**config.mk**
```make
export PLATFORM = sky130hd
export DESIGN_NAME = encoder_speed_angle_estimator
export DESIGN_NICKNAME = d
export VERILOG_FILES = /design/src/hw/rtl/esae_pkg.sv /design/src/hw/rtl/encoder_speed_angle_estimator.sv
export SDC_FILE = /design/constraint.sdc
export NUM_CORES = 1
export LEC_CHECK = 0
export BUFFER_PORTS_ARGS = -buffer_cell sky130_fd_sc_hd__buf_2
export CORE_ASPECT_RATIO = 0.7
export CORE_MARGIN = 5
export CORE_UTILIZATION = 45
export CTS_CLUSTER_DIAMETER = 200
export CTS_CLUSTER_SIZE = 12
export DETAILED_ROUTE_END_ITERATION = 10
export PLACE_DENSITY = 0.67
export SLEW_MARGIN = 20
export SYNTH_ARGS = -nofsm -noshare
export SYNTH_HDL_FRONTEND = slang
export SYNTH_SLANG_ARGS = --single-unit
```
**constraint.sdc**
```tcl
create_clock -name i_clk -period 17.71 [get_ports i_clk]
set_input_delay 2.6565 -clock i_clk [delete_from_list [all_inputs] [get_ports i_clk]]
set_output_delay 2.6565 -clock i_clk [all_outputs]
set_load 0.01 [all_outputs]
```
**src/hw/rtl/esae_pkg.sv**
```systemverilog
// ============================================================================
// esae_pkg: shared constants for the encoder speed and angle estimator
// Widths, line count, fixed-point constants and the derived step counts of
// the bit-serial multipliers, the modulo reduction and the angle divider.
// ============================================================================
package esae_pkg;

    localparam int CHANNELS   = 2;
    localparam int LINES      = 4000;
    localparam int CNT_W      = 16;
    localparam int CH_W       = 1;
    localparam int SPEED_W    = 32;
    localparam int SCALE_W    = 32;
    localparam int ALPHA_W    = 17;
    localparam int ANGLE_W    = 16;
    localparam int POS_W      = 12;
    localparam int CFG_IDX_W  = 2;
    localparam int CFG_DATA_W = 32;
    localparam int FRAC_W     = 16;

    localparam logic [ALPHA_W-1:0] ONE_Q16 = ALPHA_W'(65536);

    // 2*pi with 29 fraction bits
    localparam logic [SCALE_W-1:0] TWO_PI_Q29 = 32'hC90F_DAA2;

    localparam logic [SCALE_W-1:0] SCALE_RST = 32'd2058874;
    localparam logic [ALPHA_W-1:0] ALPHA_RST = 17'd6554;

    // Register indexes
    localparam logic [CFG_IDX_W-1:0] REG_SPEED_SCALE = 2'd0;
    localparam logic [CFG_IDX_W-1:0] REG_ALPHA       = 2'd1;

    // Position modulo LINES: pos + diff is offset to nonnegative, then
    // reduced by compare-subtract of LINES << k, k = MOD_STEPS-1 .. 0.
    localparam int HALF_RANGE = 2 ** (CNT_W - 1);
    localparam int MOD_STEPS  = $clog2(HALF_RANGE / LINES + 2);
    localparam int MOD_W      = $clog2(LINES * (2 ** MOD_STEPS));
    localparam int SUM_W      = MOD_W + 2;
    localparam int MOD_OFFS   = LINES * (HALF_RANGE / LINES + 1);

    // Angle: round(pos * TWO_PI_Q29 / (LINES * 2^16))
    localparam int ANG_NUM_W = POS_W + SCALE_W;
    localparam logic [ANG_NUM_W-1:0] ANG_RND =
        ANG_NUM_W'(longint'(LINES) << (FRAC_W - 1));
    localparam logic [ANG_NUM_W-1:0] ANG_DIV_TOP =
        ANG_NUM_W'(longint'(LINES) << (FRAC_W + ANGLE_W - 1));

    // Step counter covers the longest serial pass (the alpha multiply)
    localparam int STEP_W = $clog2(ALPHA_W);

endpackage

```
**src/hw/rtl/encoder_speed_angle_estimator.sv**
```systemverilog
// ============================================================================
// encoder_speed_angle_estimator: two-channel quadrature speed/angle estimator
// Wrapped count difference, scaling to rad/s, first-order IIR smoothing,
// position modulo the line count and mechanical angle, all bit-serial.
// ============================================================================
// One sample is processed at a time; o_in_ready is high again only after
// the following steps: the shift-add multiply of the count difference by
// speed_scale (one difference bit per cycle, the position modulo reduction
// runs alongside), saturation, the shift-add multiply of the IIR update by
// alpha (one alpha bit per cycle, the angle multiply runs alongside), the
// filter sum, restoring division for the angle (one quotient bit per cycle)
// and a handoff to the output register, which waits while the previous
// result is not taken. The result sits in an output register, so a new
// sample is taken while the previous result still waits for i_out_ready.
// Speed is Q16.16 rad/s, angle is Q3.13 radians, position counts modulo
// the line count. Configuration is to be written through a plain write port
// while idle; the user is bound to this, the block itself does not enforce it.
module encoder_speed_angle_estimator (
    input  logic                             i_clk,
    input  logic                             i_rst_n,
    // configuration write port
    input  logic                             i_cfg_wr_en,
    input  logic [esae_pkg::CFG_IDX_W-1:0]   i_cfg_index,
    input  logic [esae_pkg::CFG_DATA_W-1:0]  i_cfg_data,
    // sample input
    input  logic                             i_in_valid,
    output logic                             o_in_ready,
    input  logic [esae_pkg::CH_W-1:0]        i_channel,
    input  logic [esae_pkg::CNT_W-1:0]       i_count,
    // result output
    output logic                             o_out_valid,
    input  logic                             i_out_ready,
    output logic signed [esae_pkg::SPEED_W-1:0] o_speed,
    output logic [esae_pkg::ANGLE_W-1:0]     o_angle,
    output logic [esae_pkg::POS_W-1:0]       o_position,
    output logic                             o_saturated
);
    import esae_pkg::*;

    typedef enum logic [2:0] {
        S_IDLE,
        S_SCALE,
        S_MIX,
        S_FILT,
        S_FIN,
        S_DIV,
        S_HOLD
    } t_state;

    localparam int M1_W = SCALE_W + CNT_W;   // scale product width
    localparam int F_HI_W = SPEED_W + 2;     // filter accumulator, high part

    t_state                 r_state;
    logic [STEP_W-1:0]      r_cnt;

    // configuration
    logic [SCALE_W-1:0]     r_speed_scale;
    logic [ALPHA_W-1:0]     r_alpha;

    // per-channel state
    logic [CNT_W-1:0]       r_prev_count [CHANNELS];
    logic [SPEED_W-1:0]     r_prev_spd   [CHANNELS];
    logic [POS_W-1:0]       r_pos        [CHANNELS];

    // current transaction
    logic [CH_W-1:0]        r_ch;
    logic                   r_neg;
    logic [SPEED_W-1:0]     r_prev_speed;
    logic                   r_sat;
    logic [SPEED_W-1:0]     r_spd_new;
    logic [POS_W-1:0]       r_pos_new;

    // scale multiplier: {hi, lo}, lo starts as |diff|
    logic [SCALE_W:0]       r_m1_hi;
    logic [CNT_W-1:0]       r_m1_lo;
    // modulo reduction
    logic [MOD_W-1:0]       r_mod_val;
    logic [MOD_W-1:0]       r_mod_sub;
    // filter multiplier: signed difference times unsigned alpha
    logic [SPEED_W:0]       r_dif;
    logic [F_HI_W-1:0]      r_f_hi;
    logic [ALPHA_W-1:0]     r_f_lo;
    // angle multiplier and divider
    logic [SCALE_W:0]       r_a_hi;
    logic [POS_W-1:0]       r_a_lo;
    logic [ANG_NUM_W-1:0]   r_rem;
    logic [ANG_NUM_W-1:0]   r_dsub;
    logic [ANGLE_W-1:0]     r_quo;

    // outputs
    logic                   r_out_valid;
    logic [SPEED_W-1:0]     r_speed;
    logic [ANGLE_W-1:0]     r_angle;
    logic [POS_W-1:0]       r_position;
    logic                   r_saturated;

    // --- accept-time logic ---
    logic                   in_fire;
    logic [CNT_W-1:0]       diff;
    logic [CNT_W-1:0]       diff_mag;
    logic signed [SUM_W-1:0] pos_sum;
    logic [SUM_W-1:0]       pos_adj;

    assign in_fire  = i_in_valid && o_in_ready;
    assign diff     = i_count - r_prev_count[i_channel];
    assign diff_mag = diff[CNT_W-1] ? (~diff + CNT_W'(1)) : diff;
    assign pos_sum  = $signed({{(SUM_W-CNT_W){diff[CNT_W-1]}}, diff})
                    + $signed({{(SUM_W-POS_W){1'b0}}, r_pos[i_channel]});
    assign pos_adj  = pos_sum[SUM_W-1] ? (SUM_W'(pos_sum) + SUM_W'(MOD_OFFS))
                                       : SUM_W'(pos_sum);

    // --- serial steps ---
    logic [SCALE_W:0]       m1_sum;
    logic [F_HI_W-1:0]      f_sum;
    logic [SCALE_W:0]       a_sum;
    logic                   mod_ge;
    logic                   div_ge;

    assign m1_sum = r_m1_hi + (r_m1_lo[0] ? {1'b0, r_speed_scale} : '0);
    assign f_sum  = r_f_hi + (r_f_lo[0] ? {r_dif[SPEED_W], r_dif} : '0);
    assign a_sum  = r_a_hi + (r_a_lo[0] ? {1'b0, TWO_PI_Q29} : '0);
    assign mod_ge = (r_mod_val >= r_mod_sub);
    assign div_ge = (r_rem >= r_dsub);

    // --- saturation of the scaled difference ---
    logic [M1_W-1:0]        prod;
    logic                   prod_ovf;
    logic                   prod_min;
    logic                   sat;
    logic [SPEED_W-1:0]     raw;
    logic [SPEED_W:0]       dif;
    logic [ALPHA_W-1:0]     alpha_eff;

    assign prod     = {r_m1_hi[M1_W-CNT_W-1:0], r_m1_lo};
    assign prod_ovf = |prod[M1_W-1:SPEED_W-1];
    // exactly 2^31 still fits when the difference is negative
    assign prod_min = (prod[M1_W-1:SPEED_W-1] == (M1_W-SPEED_W+1)'(1))
                   && (prod[SPEED_W-2:0] == '0);
    assign sat      = prod_ovf && !(r_neg && prod_min);
    always_comb begin
        if (sat) begin
            raw = r_neg ? {1'b1, {(SPEED_W-1){1'b0}}} : {1'b0, {(SPEED_W-1){1'b1}}};
        end else if (r_neg) begin
            raw = ~prod[SPEED_W-1:0] + SPEED_W'(1);
        end else begin
            raw = prod[SPEED_W-1:0];
        end
    end
    assign dif       = {raw[SPEED_W-1], raw} - {r_prev_speed[SPEED_W-1], r_prev_speed};
    assign alpha_eff = (r_alpha > ONE_Q16) ? ONE_Q16 : r_alpha;

    // --- filter output: prev + round(alpha*dif / 2^16) ---
    logic [F_HI_W:0]        spd_sum;
    assign spd_sum = {{(F_HI_W+1-SPEED_W){r_prev_speed[SPEED_W-1]}}, r_prev_speed}
                   + {r_f_hi, r_f_lo[FRAC_W]}
                   + (F_HI_W+1)'(r_f_lo[FRAC_W-1]);

    logic                   out_free;
    assign out_free = !r_out_valid || i_out_ready;

    always_ff @(posedge i_clk) begin
        if (!i_rst_n) begin
            r_state       <= S_IDLE;
            r_cnt         <= '0;
            r_out_valid   <= 1'b0;
            r_speed_scale <= SCALE_RST;
            r_alpha       <= ALPHA_RST;
            for (int i = 0; i < CHANNELS; i++) begin
                r_prev_count[i] <= '0;
                r_prev_spd[i]   <= '0;
                r_pos[i]        <= '0;
            end
        end else begin
            if (i_cfg_wr_en) begin
                unique case (i_cfg_index)
                    REG_SPEED_SCALE: r_speed_scale <= i_cfg_data[SCALE_W-1:0];
                    REG_ALPHA:       r_alpha       <= i_cfg_data[ALPHA_W-1:0];
                    default: ;
                endcase
            end

            if (r_state == S_HOLD && out_free) begin
                r_out_valid <= 1'b1;
            end else if (i_out_ready) begin
                r_out_valid <= 1'b0;
            end

            unique case (r_state)
                S_IDLE: begin
                    if (in_fire) begin
                        r_prev_count[i_channel] <= i_count;
                        r_ch         <= i_channel;
                        r_neg        <= diff[CNT_W-1];
                        r_prev_speed <= r_prev_spd[i_channel];
                        r_m1_hi      <= '0;
                        r_m1_lo      <= diff_mag;
                        r_mod_val    <= pos_adj[MOD_W-1:0];
                        r_mod_sub    <= MOD_W'(LINES * (2 ** (MOD_STEPS - 1)));
                        r_cnt        <= '0;
                        r_state      <= S_SCALE;
                    end
                end
                S_SCALE: begin
                    r_m1_hi <= {1'b0, m1_sum[SCALE_W:1]};
                    r_m1_lo <= {m1_sum[0], r_m1_lo[CNT_W-1:1]};
                    if (r_cnt < STEP_W'(MOD_STEPS)) begin
                        if (mod_ge) begin
                            r_mod_val <= r_mod_val - r_mod_sub;
                        end
                        r_mod_sub <= r_mod_sub >> 1;
                    end
                    r_cnt <= r_cnt + STEP_W'(1);
                    if (r_cnt == STEP_W'(CNT_W - 1)) begin
                        r_state <= S_MIX;
                    end
                end
                S_MIX: begin
                    r_sat     <= sat;
                    r_dif     <= dif;
                    r_f_hi    <= '0;
                    r_f_lo    <= alpha_eff;
                    r_pos[r_ch] <= r_mod_val[POS_W-1:0];
                    r_pos_new <= r_mod_val[POS_W-1:0];
                    r_a_hi    <= '0;
                    r_a_lo    <= r_mod_val[POS_W-1:0];
                    r_cnt     <= '0;
                    r_state   <= S_FILT;
                end
                S_FILT: begin
                    // arithmetic right shift of the signed accumulator
                    r_f_hi <= {f_sum[F_HI_W-1], f_sum[F_HI_W-1:1]};
                    r_f_lo <= {f_sum[0], r_f_lo[ALPHA_W-1:1]};
                    if (r_cnt < STEP_W'(POS_W)) begin
                        r_a_hi <= {1'b0, a_sum[SCALE_W:1]};
                        r_a_lo <= {a_sum[0], r_a_lo[POS_W-1:1]};
                    end
                    r_cnt <= r_cnt + STEP_W'(1);
                    if (r_cnt == STEP_W'(ALPHA_W - 1)) begin
                        r_state <= S_FIN;
                    end
                end
                S_FIN: begin
                    r_spd_new        <= spd_sum[SPEED_W-1:0];
                    r_prev_spd[r_ch] <= spd_sum[SPEED_W-1:0];
                    r_rem   <= ANG_NUM_W'({r_a_hi, r_a_lo}) + ANG_RND;
                    r_dsub  <= ANG_DIV_TOP;
                    r_quo   <= '0;
                    r_cnt   <= '0;
                    r_state <= S_DIV;
                end
                S_DIV: begin
                    if (div_ge) begin
                        r_rem <= r_rem - r_dsub;
                    end
                    r_quo  <= {r_quo[ANGLE_W-2:0], div_ge};
                    r_dsub <= r_dsub >> 1;
                    r_cnt  <= r_cnt + STEP_W'(1);
                    if (r_cnt == STEP_W'(ANGLE_W - 1)) begin
                        r_state <= S_HOLD;
                    end
                end
                S_HOLD: begin
                    if (out_free) begin
                        r_speed     <= r_spd_new;
                        r_angle     <= r_quo;
                        r_position  <= r_pos_new;
                        r_saturated <= r_sat;
                        r_state     <= S_IDLE;
                    end
                end
                default: r_state <= S_IDLE;
            endcase
        end
    end

    assign o_in_ready  = (r_state == S_IDLE);
    assign o_out_valid = r_out_valid;
    assign o_speed     = $signed(r_speed);
    assign o_angle     = r_angle;
    assign o_position  = r_position;
    assign o_saturated = r_saturated;

endmodule
```
==> out/metrics.cfg <==
[status]
status = finished, final reports clean

[floorplan]
die_width_um = 350
die_area_um2 = 87000
start_util_pct = 45.4
core_area_um2 = 80400
chipHeight_um = 248
pin_count = 119
fp-row-count = 87

[synth]
synth_area_per_cell_um2 = 10.3
synth.top_cell.area_share_pct = 46.8
ys_ff_latch = 627
yosysWarnings = 0
synth_top_cells_by_count = edfxtp_1 (569), nor2_1 (366), nand2_1 (339), ha_1 (235), inv_1 (213)
yosysTopAreaCell = edfxtp_1
syn-num-nets = 3836
yosysSeqAreaShare_pct = 50.0
ys.flop_type = edfxtp_1
post-synth-top-count-cell = edfxtp_1
synthCells = 3536
yosysUniqueCellTypes = 76
synth-async-reset-ratio_pct = 0
synth_edf_count = 569
synthesis.area_um2 = 36500
yosys-top-cells-area = edfxtp_1 (47%), ha_1 (8.1%), nor2_1 (3.8%)

[route]
routed_wl_um = 85000
vias = 26100
route.detailed.drc = 0
ant_nets = 0
dr.pass1.iters = 6
viasPerCell = 5.53
drt_iter0_drc = 2403
wl_per_cell_um = 18.0

[timing]
rsz0062_at_grt = false
skew_ns = 0.0332
max-slew-margin-rel_pct = 21.0
finalSetupTns_ns = 0
fmax_ghz = 0.127
final-setup-viol-count = 0
layout_min_cycle_time_ns = 7.86
drv_slew = 0
fin_crit_sh_pct = 44.4
worstMarginPinSlew_ns = 1.18
hold_violations = 0

[worst_setup_path]
path_class = reg -> reg
reg2reg_depth = 25
arrival_ns = 8.34
end_kind = flip-flop
r2r_end = r_dif[32]$_DFFE_PP_
cp-start-kind = flip-flop
critPathMaxFanout = 13
reg2reg_slack_ns = 9.85
rr_startpoint = r_m1_lo[0]$_DFFE_PP_
cp.required_ns = 18.20

[global_route]
first_global_vias = 23800
overflow = 0
grt_max_degree = 77
grt_first_pass_wirelength_um = 134000
grt_usage_pct = 19.2
antenna_found_initial = 1

[clock_tree]
clk_path_buf_depth = 3
cts_max_level = 2
cts_resized = 0
cts_sinks = 627
clk_pin_slew_worst_paths_ns = 0.07
cts-root-buf = clkbuf_16
clock_latency_ns = 0.66
cts_buffers = 58
post_cts_buffers = 0
ctsHoldBuffers = 0
tritoncts = yes

[final_layout]
syn_to_final_growth_pct = 9.22
nNetsFinal = 3918
layout-drive-gt1-share_pct = 8.24
final_area_um2 = 39800

[pwr]
p_leak_uw = 0.0159
irDropWorstVdd_v = 0.0000770
power_density_nw_per_um2 = 85.5

[hold_path]
min_from = r_spd_new[25]$_DFFE_PP_
hold_depth = 0
hold_path_class = reg -> reg
hold_end = o_speed[25]$_DFFE_PP_

[place]
placed_cell_area_um2 = 38200
hpwl_um = 60000
gp_routability_congestion = 0.876
port_buffers = 118

[job]
drv_cap = 0

-- layer usage --
metal	global-route usage (%)	share of wire [%]	up-vias
met4	3.90	1.8	0
met2	25.8	38	747
met1	31.9	53	12400
li1	-	-	12900
met5	0	0	-
met3	3.03	6.6	104
-- worst max-delay path: stages (launching register included) --
cell and delay (ns):
edfxtp_1 0.54, inv_1 0.11, ha_1 0.21, or3b_2 0.48
nor3_1 0.26, nand3_1 0.18, nor3_1 0.41, nand4_1 0.23
nor2_1 0.48, nand4b_1 0.16, a21o_1 0.22, nor2_1 0.67
a22oi_1 0.27, fa_1 0.52, a21o_1 0.21, a21o_1 0.21
a2111oi_0 0.64, nor2_1 0.16, o21ai_0 0.27, a21o_1 0.18
a21o_1 0.18, o211ai_1 0.12, a311oi_1 0.38, o21bai_1 0.15
a21oi_1 0.26, a2bb2oi_1 0.22
-- how the worst max path moves through the flow --
stage | startpoint | end | slack, ns
after floorplan | i_channel | r_mod_val[13]$_DFFE_PP_ | 9.65
after global placement | i_channel | r_mod_val[13]$_DFFE_PP_ | 9.63
after detailed placement | i_channel | r_mod_val[13]$_DFFE_PP_ | 9.46
after CTS | r_m1_lo[0]$_DFFE_PP_ | r_dif[32]$_DFFE_PP_ | 9.52
after global routing | r_m1_lo[0]$_DFFE_PP_ | r_dif[32]$_DFFE_PP_ | 9.13
final | r_m1_lo[0]$_DFFE_PP_ | r_dif[32]$_DFFE_PP_ | 9.85
-- kinds of logic after synthesis --
logic type	after synthesis	synth area share [%]
AO/OA/AOI/OAI	762	13.5
XOR/XNOR	248	5.99
adder cells (fa/ha/maj)	244	8.55
buffers and inverters	337	3.49
AND/OR/NAND/NOR	1243	16.3
flip-flops	627	50.0
multiplexers	75	2.20
-- through the flow --
step	utilization [%]	hold WS, ns	setup WS, ns	total power [uW]	instances
2_1_floorplan	-	0.400	9.65	2120	3536
3_3_place_gp	47.5	0.401	9.63	2250	4625
3_5_place_dp	47.5	0.405	9.46	2260	4625
4_1_cts	49.5	0.416	9.52	3430	4722
5_1_grt	49.5	0.419	9.13	3560	4723
6_report	49.5	0.413	9.85	3410	4724
-- registers in the layout, indices dropped and copies added, names as in the netlist, 12 cells and up --
signal / flops
o_angle: 16
o_position: 12
o_speed: 32
r_a_hi: 32
r_a_lo: 12
r_alpha: 17
r_dif: 33
r_dsub: 43
r_f_hi: 33
r_f_lo: 17
r_m1_hi: 32
r_m1_lo: 16
r_mod_sub: 15
r_mod_val: 16
r_pos: 24
r_pos_new: 12
r_prev_count: 32
r_prev_spd: 64
r_prev_speed: 32
r_quo: 16
r_rem: 44
r_spd_new: 32
r_speed_scale: 32
-- placed cells by master, fill, tap and decap left out, drive strengths merged, types with 110 or more instances in the layout --
master and n:
ha 235, nand2 339, inv 216, a21oi 209
a21o 110, edfxtp 569, buf 146, xnor2 141
o21ai 152, nor2 366
-- area by class of cell --
type / count / area, um2
fill: 7281 / 40600
sequential: 627 / 18200
inverter: 213 / 800
clock inverter: 4 / 45.0
tap: 1068 / 1340
clock buffer: 93 / 1580
multi-input combinational: 2572 / 17000
antenna: 1 / 2.50
timing repair buffer: 146 / 811
-- power by group --
| group | switching, uW | total (uW) | internal [uW] |
|---|---|---|---|
| combinational | 314 | 527 | 213 |
| sequential | 46.6 | 1710 | 1670 |
| clock | 558 | 1160 | 607 |
| total | 918 | 3410 | 2490 |
No activity file was read; power rests on OpenSTA's default activity.
